**config.mk**
```make
export PLATFORM = sky130hd
export DESIGN_NAME = damage_region_merge_table
export DESIGN_NICKNAME = d
export VERILOG_FILES = /design/src/hdl/drmt_pkg.sv /design/src/hdl/drmt_box_store.sv /design/src/hdl/drmt_merge_unit.sv /design/src/hdl/damage_region_merge_table.sv
export SDC_FILE = /design/constraint.sdc
export NUM_CORES = 2
export LEC_CHECK = 0
export BUFFER_PORTS_ARGS = -buffer_cell sky130_fd_sc_hd__buf_2
export CORE_AREA = 2 2 455 457
export CTS_BUF_LIST = sky130_fd_sc_hd__clkbuf_8
export CTS_CLUSTER_DIAMETER = 150
export DETAILED_ROUTE_END_ITERATION = 8
export DIE_AREA = 0 0 457 459
export SLEW_MARGIN = 40
export SYNTH_ARGS = -nofsm -noshare
export SYNTH_HDL_FRONTEND = slang
export SYNTH_HIERARCHICAL = 1
export SYNTH_SLANG_ARGS = --single-unit
```
**constraint.sdc**
```tcl
create_clock -name clk -period 17.8 [get_ports clk]
set_clock_uncertainty 0.15 [all_clocks]
set_input_delay 2.67 -clock clk [delete_from_list [all_inputs] [get_ports clk]]
set_output_delay 2.67 -clock clk [all_outputs]
set_load 0.05 [all_outputs]
```
**src/hdl/drmt_pkg.sv**
```systemverilog
`timescale 1ns / 1ps

package drmt_pkg;

  localparam int DEF_TABLE_SLOTS = 16;
  localparam int DEF_COORD_BITS  = 16;

  localparam int KIND_W   = 2;
  localparam int SLOT_W   = 4;
  localparam int STATUS_W = 3;
  localparam int ECOUNT_W = 5;
  localparam int DROP_W   = 16;
  localparam int HEIGHT_W = 15;
  localparam int SPAN_W   = 17;
  localparam int CFG_IDX_W  = 1;
  localparam int CFG_DATA_W = SPAN_W;

  localparam logic [HEIGHT_W-1:0] HEIGHT_RESET = 15'd1024;
  localparam logic [SPAN_W-1:0]   SPAN_RESET   = 17'd256;
  localparam logic [DROP_W-1:0]   DROP_MAX     = 16'hFFFF;

  typedef enum logic [KIND_W-1:0] {
    KIND_RECORD = 2'd0,
    KIND_CLEAR  = 2'd1,
    KIND_READ   = 2'd2
  } kind_t;

  typedef enum logic [STATUS_W-1:0] {
    STAT_MERGED   = 3'd0,
    STAT_APPENDED = 3'd1,
    STAT_DROPPED  = 3'd2,
    STAT_IGNORED  = 3'd3,
    STAT_CLEARED  = 3'd4,
    STAT_READ_OK  = 3'd5,
    STAT_UNUSED   = 3'd6
  } status_t;

  typedef enum logic [CFG_IDX_W-1:0] {
    REG_WORLD_HEIGHT = 1'b0,
    REG_MAX_SPAN     = 1'b1
  } reg_idx_t;

endpackage

```
**src/hdl/drmt_box_store.sv**
```systemverilog
`timescale 1ns / 1ps

module drmt_box_store #(
  parameter int DEPTH = 16,
  parameter int WIDTH = 64,
  parameter int ADDR_W = 4
) (
  input  logic              clk,
  input  logic              we,
  input  logic [ADDR_W-1:0] waddr,
  input  logic [WIDTH-1:0]  wdata,
  input  logic [ADDR_W-1:0] raddr,
  output logic [WIDTH-1:0]  rdata
);

  logic [WIDTH-1:0] mem [DEPTH];

  always_ff @(posedge clk) begin
    if (we) begin
      mem[waddr] <= wdata;
    end
    rdata <= mem[raddr];
  end

endmodule

```
**src/hdl/drmt_merge_unit.sv**
```systemverilog
`timescale 1ns / 1ps

// Box layout: {max_y, max_x, min_y, min_x}, each COORD_BITS signed.
module drmt_merge_unit #(
  parameter int COORD_BITS = 16
) (
  input  logic                    clk,
  input  logic [4*COORD_BITS-1:0] a,
  input  logic [4*COORD_BITS-1:0] b,
  output logic                    touch,
  output logic [4*COORD_BITS-1:0] uni
);

  localparam int C = COORD_BITS;
  localparam logic signed [C:0] ONE_E = {{C{1'b0}}, 1'b1};

  logic signed [C-1:0] ax0, ay0, ax1, ay1;
  logic signed [C-1:0] bx0, by0, bx1, by1;
  logic                t;

  // lo lies more than one cell past hi
  function automatic logic gap(input logic signed [C-1:0] lo, input logic signed [C-1:0] hi);
    logic signed [C:0] lo_e;
    logic signed [C:0] hi_e;
    lo_e = {lo[C-1], lo};
    hi_e = {hi[C-1], hi};
    return lo_e > (hi_e + ONE_E);
  endfunction

  function automatic logic [C-1:0] smin(input logic signed [C-1:0] p,
                                        input logic signed [C-1:0] q);
    return (p < q) ? p : q;
  endfunction

  function automatic logic [C-1:0] smax(input logic signed [C-1:0] p,
                                        input logic signed [C-1:0] q);
    return (p > q) ? p : q;
  endfunction

  assign ax0 = $signed(a[C-1:0]);
  assign ay0 = $signed(a[2*C-1:C]);
  assign ax1 = $signed(a[3*C-1:2*C]);
  assign ay1 = $signed(a[4*C-1:3*C]);
  assign bx0 = $signed(b[C-1:0]);
  assign by0 = $signed(b[2*C-1:C]);
  assign bx1 = $signed(b[3*C-1:2*C]);
  assign by1 = $signed(b[4*C-1:3*C]);

  assign t = !(gap(ax0, bx1) || gap(bx0, ax1) || gap(ay0, by1) || gap(by0, ay1));

  always_ff @(posedge clk) begin
    touch <= t;
    uni   <= {smax(ay1, by1), smax(ax1, bx1), smin(ay0, by0), smin(ax0, bx0)};
  end

endmodule

```
**src/hdl/damage_region_merge_table.sv**
```systemverilog
`timescale 1ns / 1ps

// Damage box table. A request is taken when start is high and busy is low; its
// single result appears for exactly one cycle with done high and cannot be held
// off. Clear, unknown kinds and reads of an unused slot answer in the cycle after
// the request; a read of a stored slot first passes through S_READ. A record clips
// the box in S_CLIP, compares stored entries in turn through S_SCAN_W and S_SCAN
// while looking for a match, then compares the later entries, last first, through
// S_ABS_W and S_ABS while the grown entry absorbs them, moving the last entry into
// an absorbed slot in S_MOVE where needed, and writes back in S_FIN or places the
// box in S_PLACE; its result shows in the cycle after that. Each comparison waits
// on the registered read of the box memory followed by the registered compare/union
// unit, shared by every comparison. busy falls in the cycle that done is shown, so
// the next request can follow at once. Write the configuration only while idle; a
// write during a record changes the clip and span limits in the middle of its scan.
module damage_region_merge_table #(
  parameter int TABLE_SLOTS = drmt_pkg::DEF_TABLE_SLOTS,
  parameter int COORD_BITS  = drmt_pkg::DEF_COORD_BITS
) (
  input  logic                                clk,
  input  logic                                rst,
  input  logic                                start,
  output logic                                busy,
  input  logic [drmt_pkg::KIND_W-1:0]         kind,
  input  logic signed [COORD_BITS-1:0]        box_min_x,
  input  logic signed [COORD_BITS-1:0]        box_min_y,
  input  logic signed [COORD_BITS-1:0]        box_max_x,
  input  logic signed [COORD_BITS-1:0]        box_max_y,
  input  logic [drmt_pkg::SLOT_W-1:0]         read_slot,
  input  logic                                wr_en,
  input  logic [drmt_pkg::CFG_IDX_W-1:0]      wr_index,
  input  logic [drmt_pkg::CFG_DATA_W-1:0]     wr_data,
  output logic                                done,
  output logic [drmt_pkg::STATUS_W-1:0]       status,
  output logic [drmt_pkg::ECOUNT_W-1:0]       entry_count,
  output logic [drmt_pkg::DROP_W-1:0]         dropped_count,
  output logic signed [COORD_BITS-1:0]        out_min_x,
  output logic signed [COORD_BITS-1:0]        out_min_y,
  output logic signed [COORD_BITS-1:0]        out_max_x,
  output logic signed [COORD_BITS-1:0]        out_max_y
);

  import drmt_pkg::*;

  localparam int C      = COORD_BITS;
  localparam int BOX_W  = 4 * C;
  localparam int IDX_W  = (TABLE_SLOTS > 1) ? $clog2(TABLE_SLOTS) : 1;
  localparam int CNT_W  = $clog2(TABLE_SLOTS + 1);
  localparam int XW     = (CNT_W > SLOT_W) ? CNT_W : SLOT_W;
  localparam int HW     = ((C > HEIGHT_W) ? C : HEIGHT_W) + 2;
  localparam int SPW    = ((C > SPAN_W) ? C : SPAN_W) + 1;

  typedef enum logic [3:0] {
    S_IDLE,
    S_CLIP,
    S_SCAN_W,
    S_SCAN,
    S_PLACE,
    S_ABS_W,
    S_ABS,
    S_MOVE,
    S_FIN,
    S_READ
  } state_t;

  state_t                state, state_next;
  logic [CNT_W-1:0]      count, count_next;
  logic [IDX_W-1:0]      slot_i, slot_i_next;
  logic [IDX_W-1:0]      slot_k, slot_k_next;
  logic [BOX_W-1:0]      cur, cur_next;
  logic [DROP_W-1:0]     drop_total, drop_next;
  logic [HEIGHT_W-1:0]   world_height;
  logic [SPAN_W-1:0]     max_span;
  logic                  done_next;
  logic [STATUS_W-1:0]   status_next;
  logic [BOX_W-1:0]      out_box, out_next;

  logic                  mem_we;
  logic [IDX_W-1:0]      mem_waddr;
  logic [BOX_W-1:0]      mem_wdata;
  logic [IDX_W-1:0]      mem_raddr;
  logic [BOX_W-1:0]      rd_data;

  logic                  touch;
  logic [BOX_W-1:0]      uni;

  logic signed [C-1:0]   cx0, cy0, cx1, cy1;
  logic signed [C-1:0]   ry0, ry1;
  logic signed [HW-1:0]  top_e, y1_e;
  logic                  empty;
  logic signed [C:0]     dx, dy;
  logic                  hit;
  logic [IDX_W-1:0]      last_slot;
  logic [IDX_W-1:0]      k_dec;
  logic [XW-1:0]         slot_x;
  logic                  slot_ok;

  drmt_box_store #(
    .DEPTH (TABLE_SLOTS),
    .WIDTH (BOX_W),
    .ADDR_W(IDX_W)
  ) u_store (
    .clk  (clk),
    .we   (mem_we),
    .waddr(mem_waddr),
    .wdata(mem_wdata),
    .raddr(mem_raddr),
    .rdata(rd_data)
  );

  drmt_merge_unit #(
    .COORD_BITS(C)
  ) u_merge (
    .clk  (clk),
    .a    (cur),
    .b    (rd_data),
    .touch(touch),
    .uni  (uni)
  );

  // row clipping of the raw box held in cur
  assign cx0   = $signed(cur[C-1:0]);
  assign cy0   = $signed(cur[2*C-1:C]);
  assign cx1   = $signed(cur[3*C-1:2*C]);
  assign cy1   = $signed(cur[4*C-1:3*C]);
  assign top_e = $signed(HW'(world_height)) - $signed(HW'(1));
  assign y1_e  = HW'(cy1);
  assign ry1   = (y1_e > top_e) ? $signed(top_e[C-1:0]) : cy1;
  assign ry0   = cy0[C-1] ? '0 : cy0;
  assign empty = (cx1 < cx0) || (cy1 < cy0) || (ry0 > ry1);

  // span check on the registered union
  assign dx  = $signed({uni[3*C-1], uni[3*C-1:2*C]}) - $signed({uni[C-1], uni[C-1:0]});
  assign dy  = $signed({uni[4*C-1], uni[4*C-1:3*C]}) - $signed({uni[2*C-1], uni[2*C-1:C]});
  assign hit = touch && (SPW'(dx[C-1:0]) < SPW'(max_span))
                     && (SPW'(dy[C-1:0]) < SPW'(max_span));

  assign last_slot = IDX_W'(count - CNT_W'(1));
  assign k_dec     = slot_k - IDX_W'(1);
  assign slot_x    = XW'(read_slot);
  assign slot_ok   = slot_x < XW'(count);

  assign busy = (state != S_IDLE);

  always_comb begin
    state_next  = state;
    count_next  = count;
    slot_i_next = slot_i;
    slot_k_next = slot_k;
    cur_next    = cur;
    drop_next   = drop_total;
    done_next   = 1'b0;
    status_next = STAT_IGNORED;
    out_next    = '0;
    mem_we      = 1'b0;
    mem_waddr   = count[IDX_W-1:0];
    mem_wdata   = cur;
    mem_raddr   = slot_i;

    unique case (state)
      S_IDLE: begin
        if (start) begin
          case (kind)
            KIND_RECORD: begin
              cur_next   = {box_max_y, box_max_x, box_min_y, box_min_x};
              state_next = S_CLIP;
            end
            KIND_CLEAR: begin
              count_next  = '0;
              done_next   = 1'b1;
              status_next = STAT_CLEARED;
            end
            KIND_READ: begin
              if (slot_ok) begin
                mem_raddr  = slot_x[IDX_W-1:0];
                state_next = S_READ;
              end else begin
                done_next   = 1'b1;
                status_next = STAT_UNUSED;
              end
            end
            default: begin
              done_next   = 1'b1;
              status_next = STAT_IGNORED;
            end
          endcase
        end
      end
      S_CLIP: begin
        cur_next = {cy1 == ry1 ? cy1 : ry1, cx1, ry0, cx0};
        if (empty) begin
          done_next   = 1'b1;
          status_next = STAT_IGNORED;
          state_next  = S_IDLE;
        end else if (count == '0) begin
          state_next = S_PLACE;
        end else begin
          slot_i_next = '0;
          mem_raddr   = '0;
          state_next  = S_SCAN_W;
        end
      end
      S_SCAN_W: begin
        state_next = S_SCAN;
      end
      S_SCAN: begin
        if (hit) begin
          cur_next = uni;
          if (last_slot != slot_i) begin
            slot_k_next = last_slot;
            mem_raddr   = last_slot;
            state_next  = S_ABS_W;
          end else begin
            state_next = S_FIN;
          end
        end else if ((CNT_W'(slot_i) + CNT_W'(1)) < count) begin
          slot_i_next = slot_i + IDX_W'(1);
          mem_raddr   = slot_i + IDX_W'(1);
          state_next  = S_SCAN_W;
        end else begin
          state_next = S_PLACE;
        end
      end
      S_PLACE: begin
        done_next  = 1'b1;
        state_next = S_IDLE;
        if (count == CNT_W'(TABLE_SLOTS)) begin
          if (drop_total != DROP_MAX) begin
            drop_next = drop_total + DROP_W'(1);
          end
          status_next = STAT_DROPPED;
        end else begin
          mem_we      = 1'b1;
          count_next  = count + CNT_W'(1);
          status_next = STAT_APPENDED;
        end
      end
      S_ABS_W: begin
        state_next = S_ABS;
      end
      S_ABS: begin
        if (hit && (slot_k != last_slot)) begin
          // fetch the last entry to refill this slot
          cur_next   = uni;
          mem_raddr  = last_slot;
          state_next = S_MOVE;
        end else begin
          if (hit) begin
            cur_next   = uni;
            count_next = count - CNT_W'(1);
          end
          if (k_dec != slot_i) begin
            slot_k_next = k_dec;
            mem_raddr   = k_dec;
            state_next  = S_ABS_W;
          end else begin
            state_next = S_FIN;
          end
        end
      end
      S_MOVE: begin
        mem_we     = 1'b1;
        mem_waddr  = slot_k;
        mem_wdata  = rd_data;
        count_next = count - CNT_W'(1);
        if (k_dec != slot_i) begin
          slot_k_next = k_dec;
          mem_raddr   = k_dec;
          state_next  = S_ABS_W;
        end else begin
          state_next = S_FIN;
        end
      end
      S_FIN: begin
        mem_we      = 1'b1;
        mem_waddr   = slot_i;
        done_next   = 1'b1;
        status_next = STAT_MERGED;
        state_next  = S_IDLE;
      end
      S_READ: begin
        out_next    = rd_data;
        done_next   = 1'b1;
        status_next = STAT_READ_OK;
        state_next  = S_IDLE;
      end
      default: begin
        state_next = S_IDLE;
      end
    endcase
  end

  always_ff @(posedge clk) begin
    if (rst) begin
      state        <= S_IDLE;
      count        <= '0;
      drop_total   <= '0;
      done         <= 1'b0;
      world_height <= HEIGHT_RESET;
      max_span     <= SPAN_RESET;
    end else begin
      state      <= state_next;
      count      <= count_next;
      drop_total <= drop_next;
      done       <= done_next;
      if (wr_en) begin
        unique case (reg_idx_t'(wr_index))
          REG_WORLD_HEIGHT: world_height <= wr_data[HEIGHT_W-1:0];
          REG_MAX_SPAN:     max_span     <= wr_data[SPAN_W-1:0];
        endcase
      end
    end
    slot_i <= slot_i_next;
    slot_k <= slot_k_next;
    cur    <= cur_next;
    if (done_next) begin
      status        <= status_next;
      entry_count   <= ECOUNT_W'(count_next);
      dropped_count <= drop_next;
      out_box       <= out_next;
    end
  end

  assign out_min_x = $signed(out_box[C-1:0]);
  assign out_min_y = $signed(out_box[2*C-1:C]);
  assign out_max_x = $signed(out_box[3*C-1:2*C]);
  assign out_max_y = $signed(out_box[4*C-1:3*C]);

`ifndef ASSERT_OFF
  a_count_bound: assert property (@(posedge clk) disable iff (rst)
    count <= CNT_W'(TABLE_SLOTS))
    else $error("entry count beyond table size");

  a_accept_progress: assert property (@(posedge clk) disable iff (rst)
    (start && !busy) |=> (busy || done))
    else $error("request neither started nor answered");

  a_done_idle: assert property (@(posedge clk) disable iff (rst)
    done |-> !busy)
    else $error("result shown while still working");

  a_drop_monotonic: assert property (@(posedge clk) disable iff (rst)
    1'b1 |=> (drop_total >= $past(drop_total)))
    else $error("drop counter went backward");

  a_absorb_order: assert property (@(posedge clk) disable iff (rst)
    (state == S_ABS) |-> (slot_k > slot_i))
    else $error("absorb scan reached the merged entry");
`endif

endmodule

```
Word level (Yosys, flattened, before mapping)
Memories as Yosys holds them, arrays and structs flattened. A register that Yosys moved wholly into a read port is not among the register bits.
Index checks and enable logic that the tools add are counted.
Widths: inputs -> output; s select.
Storage, ports and cells
  bits in writable memories: 1024
  logic and storage cells: 168
  memories kept: 1
  bits in latches: 0
  output and inout bits: 90
  flip-flop bits (word level): 283
  ROM bits: 0
Cells by class
  add/subtract/negate cells: 13
  $mul: 0
  eq/ne operators: 26
  reductions and logical operators: 27
  div/mod/pow operators: 0
  shifts and indexed selects: 0
  bitwise operators: 2
  multiplexer cells: 66
  order comparisons: 16
Memory list
  u_store.mem: words 16, width 64, rd ports 1, clocked after memory_dff 1, wr ports 1, RTL line drmt_box_store.sv:16  | logic [WIDTH-1:0] mem [DEPTH];
Operator list (count)
  $mux 64: 5
  $pmux 64 s4: 1
  $mux 16: 9
  $mux 4: 21
  $add 16x2->17 const B: 4
  $gt 16x17->1: 4
  $gt 16x16->1: 4
  $lt 16x16->1: 4
  $lt 16x17->1: 2
  $sub 16x16->16: 2
  $pmux 4 s7: 1
  $mux 5: 5
  $pmux 4 s2: 3
  $pmux 4 s5: 1
  $pmux 5 s4: 1
  $add 16x1->16 const B: 1
  $eq 16x16->1: 1
  $eq 4x3->1 const B: 4
  $ne 16x16->1 const B: 1
  $sub 15x1->16 const B: 1
  $mux 15: 1
  $mux 3: 5
  $ne 2x2->1 const B: 6
  $ne 4x4->1: 3
  other kinds (38): 60

Logic depth before layout (Yosys ltp)
  depth after elaboration: 7
  depth in mapped cells: 32
  mapped depth without buffers: 27

Modules after synthesis
Netlist, hierarchy kept.
Modules (own cells, without submodules)
  drmt_box_store: instances 1, cells each 1647, area an instance 39581.7 µm²
  damage_region_merge_table: instances 1, cells each 1748, area an instance 15444.8 µm²
  drmt_merge_unit: instances 1, cells each 697, area an instance 6206.0 µm²

Worst setup path after synthesis
OpenSTA, ideal clock, no wires.
  kind: reg-to-reg
  from: register world_height[2]
  to: register dropped_count[0] (netlist bit), enable pin
  library setup time: 0.456 ns
  data required time: 17.194 ns
  path slack: 10.408 ns
  stages on the path, launching flop included: 25
  clock period less this slack: 7.392 ns
  buffers on the path: 2
  data arrival time: 6.786 ns
  cells stage by stage: dfxtp_1 > or4_1 > buf_2 > or4_4 > nor4_1 > xnor2_1 > ha_1 > and3_1 > and3_1 > and3_1 > a31oi_2 > mux2i_2 > nor2_1 > clkbuf_1 > nand2_1 > o21ai_1 > ha_1 > nand2_1 > o21ai_0 > a311oi_1 > a21boi_0 > a2111oi_0 > and3_1 > nand3_2 > a221o_1
On the way
  word-level cells in the longest chain between the ends: 7
Ends and longest elaborated chain
  from (decl): RTL line damage_region_merge_table.sv:72  | logic [HEIGHT_W-1:0] world_height;
  from (signal assigned): RTL line damage_region_merge_table.sv:308  | REG_WORLD_HEIGHT: world_height <= wr_data[HEIGHT_W-1:0];
  $sub 15x1->16 (*): RTL line damage_region_merge_table.sv:126  | assign top_e = $signed(HW'(world_height)) - $signed(HW'(1));
  $gt 16x16->1: RTL line damage_region_merge_table.sv:128  | assign ry1 = (y1_e > top_e) ? $signed(top_e[C-1:0]) : cy1;
  $mux 16 (*): RTL line damage_region_merge_table.sv:128
  $gt 16x16->1 (*): RTL line damage_region_merge_table.sv:130  | assign empty = (cx1 < cx0) || (cy1 < cy0) || (ry0 > ry1);
  $logic_or 1x1->1 (*): RTL line damage_region_merge_table.sv:130
  $mux 1 (*): RTL line damage_region_merge_table.sv:191  | if (empty) begin
  $pmux 1 s3 (*): RTL line damage_region_merge_table.sv:160  | unique case (state)
  via done_next: RTL line damage_region_merge_table.sv:74  | logic done_next;
  to (signal assigned): RTL line damage_region_merge_table.sv:319  | dropped_count <= drop_next;
  to (decl): RTL line damage_region_merge_table.sv:36  | output logic [drmt_pkg::DROP_W-1:0] dropped_count,
Mark *: on every way through the listed nets, which the timed path passes. The rest lies on a longest branch.
A chain may end at the register's enable or synchronous reset.

Final worst setup path
  from: register world_height[2]
  to: register u_store.rdata[33], read port of u_store.mem
On the way
  word-level cells in the longest chain between the ends: 7
Ends and longest elaborated chain
  $sub 15x1->16 (*): RTL line damage_region_merge_table.sv:126
  $gt 16x16->1: RTL line damage_region_merge_table.sv:128
  $mux 16 (*): RTL line damage_region_merge_table.sv:128
  $gt 16x16->1 (*): RTL line damage_region_merge_table.sv:130
  $logic_or 1x1->1 (*): RTL line damage_region_merge_table.sv:130
  $mux 4 (*)
  $pmux 4 s5 (*): RTL line damage_region_merge_table.sv:160
  via mem_raddr[1]: RTL line damage_region_merge_table.sv:81  | logic [IDX_W-1:0] mem_raddr;
  to (decl): RTL line drmt_box_store.sv:13  | output logic [WIDTH-1:0] rdata
Marked as above.

==> run summary <==
Status: finished clean
CTS Hold Bufs: 0
Placer congestion estimate: 0.907
Setup ws final: 8.40 ns
Nature of the critical path endpoint: register
H-tree levels: 4
Final hold viol count: 0
DR WL/cell: 25.2 um
Rel. slew slack: 39.9%
Count of state elements after synthesis: 1,371
Setup WS pre-CTS: 8.62 ns
Most common cell after layout, fill and taps aside: edfxtp_1
Sequential-to-total area share from yosys stat: 64.2%
Final instance area: 0.0702 mm^2
Hold/Removal Path Class: reg2reg
DR iter-0 viols: 4,334
Dominant cell type by area after synthesis: edfxtp_1
Largest net degree at the start of global routing: 145
Fillers: 19,900
Maximum fanout along the worst path: 90
Final Power: 9.02 mW
Global-route wire length before repair: 264,000 um
EDFF count, synth: 1,184
Row count: 167
Setup TNS: 0 ns
Yosys warns: 6
GRT Residual Overflow: 0
Commonest cells after routing, fill and taps aside: edfxtp_1, nand2_1, inv_1
Pwr dens: 128 mW/mm^2
Number of CTS-inserted buffers: 210
DP HPWL: 119,000 um
Worst-Skew Late Latency: 0.97 ns
Crit path largest cell delay: 0.68 ns
Synthesis-to-layout area growth: 14.7%
Core Area: 0.206 mm^2
RSZ-0062 raised after global routing: false
Leakage: 24.8 nW
Die W: 457 um
CP arrival: 10.06 ns
Fmax: 106 MHz
Sink Count: 1,371
Setup violators final: 0
Least-Margin Pin Slew: 0.901 ns
Via density: 5.19
Clk buf depth: 3
Number of global-route vias before repair: 37,200
CP startpoint kind: register
Root Driver: clkbuf_8
Initial core utilization: 29.8%
Global-route usage over all layers: 17.2%
Layout cells sized above 1: 20.9%
Yosys top cell area share: 58.1%
Min cycle time layout: 9.40 ns
Max Slew Vio Count: 0
Tcrit/Tclk final: 52.8%
Post-CTS Resized: 0
Final wirelength: 184,000 um
Area post-placement: 0.0659 mm^2
Die Y: 459 um
CTS tree: built
Post-route ant nets: 0
Synth Area per Inst: 15.0 um^2
Port-buffer cells: 181
DIE AREA: 0.210 mm^2
Via count: 38,000
Hold WS: 0.312 ns
I/O pins: 182
Async S/R FF share, synth: 0%
Mapped Nets: 4,459
Remaining DRCs: 0
Reg clk slew, reported paths: 0.07 ns
Top post-synthesis cells by area: edfxtp_1, mux4_2, dfxtp_1
Worst EP required: 18.47 ns
Netlist cell types: 86
Initial antenna violation count: 8
Synth Flop Type: edfxtp_1
Syn Inst Count: 4,092
Slowest CP cell: buf_6
Drt first pass iters: 8
Worst-case vdd ir drop: 0.0816 mV
Setup Buffers After CTS: 0
NumNets Final: 4,797
Critical path type: reg2reg
Synth Cell Area: 0.0612 mm^2
Maxcap violations: 0
==> cells by family (layout without fill, tap and decap cells) <==
family	after synthesis	in the layout	synth area share [%]
AO/OA/AOI/OAI	616	616	6.67
XOR/XNOR	145	145	2.10
adder cells (fa/ha/maj)	275	275	5.64
buffers and inverters	384	906	2.64
flip-flops	1371	1371	64.2
multiplexers	386	386	11.7
other	0	2	0
AND/OR/NAND/NOR	915	915	7.05
==> per-layer routing <==
layer | vias up | global-route usage, % | share of wire, %
li1 | 16500 | - | -
met1 | 19500 | 23.7 | 43
met2 | 1680 | 27.9 | 47
met3 | 255 | 2.82 | 7.5
met4 | 0 | 4.78 | 2.5
met5 | - | 0 | 0
==> Yosys cell counts, drive strengths merged, types with 20 or more instances <==
cell    number
xnor2      102
nor3        45
nand4       51
nor2       125
mux2        61
dfxtp      187
mux4       256
nand2      404
a21oi      132
a22oi      132
nand3       77
clkbuf     104
xor2        42
o21ai      144
mux2i       69
a21o        24
a211oi      23
and2        73
ha         273
edfxtp    1184
nand2b      20
buf         66
and3        21
inv        212
nor2b       41
==> cell type report <==
type,instances,area [um^2],area share (%)
flip-flops and latches,1371,39300,56.0
multi-input cells,2337,20600,29.3
well taps,2704,3380,4.82
clock buffers,239,3290,4.68
repair buffers,296,1920,2.73
clock inverters,157,956,1.36
inverters,214,803,1.14
diodes,2,5.00,0.00713
==> worst max-delay path: cells and delay by family (launching register included) <==
kind	cells	cell delay [ns]
multiplexers	1	0.39
AND/OR/NAND/NOR	15	3.94
XOR/XNOR	1	0.18
buffers and inverters	4	2.10
adder cells (fa/ha/maj)	2	0.70
AO/OA/AOI/OAI	7	1.21
flip-flops	1	0.35
==> stage by stage <==
stage	instances	utilization (%)
after floorplan	4092	-
after global placement	6918	32.0
after detailed placement	6919	32.0
after CTS	7315	34.1
after global routing	7320	34.2
final	7320	34.2
==> flip-flops by register name, summed over array words and instances, names as in the netlist, 4 cells and up <==
signal         count
max_span          17
cur               64
dropped_count     16
drop_total        16
entry_count        5
slot_i             4
u_store/mem     1024
world_height      15
slot_k             4
out_box           64
u_merge/uni       64
state              4
u_store/rdata     64
count              5
==> final timing paths <==
check                                startpoint           endpoint  slack (ns)  depth (start not counted)
worst min register to register     max_span[14]       max_span[14]        0.31                          2
worst min-delay path               max_span[14]       max_span[14]        0.31                          2
worst max register to register  world_height[2]  u_store/rdata[33]        8.40                         30
worst max-delay path            world_height[2]  u_store/rdata[33]        8.40                         30
==> power breakdown <==
group | internal, mW | switching (mW)
clock network | 1.33 | 1.29
registers | 3.70 | 0.311
logic | 1.00 | 1.39
Power figures use the tool's default switching activity.
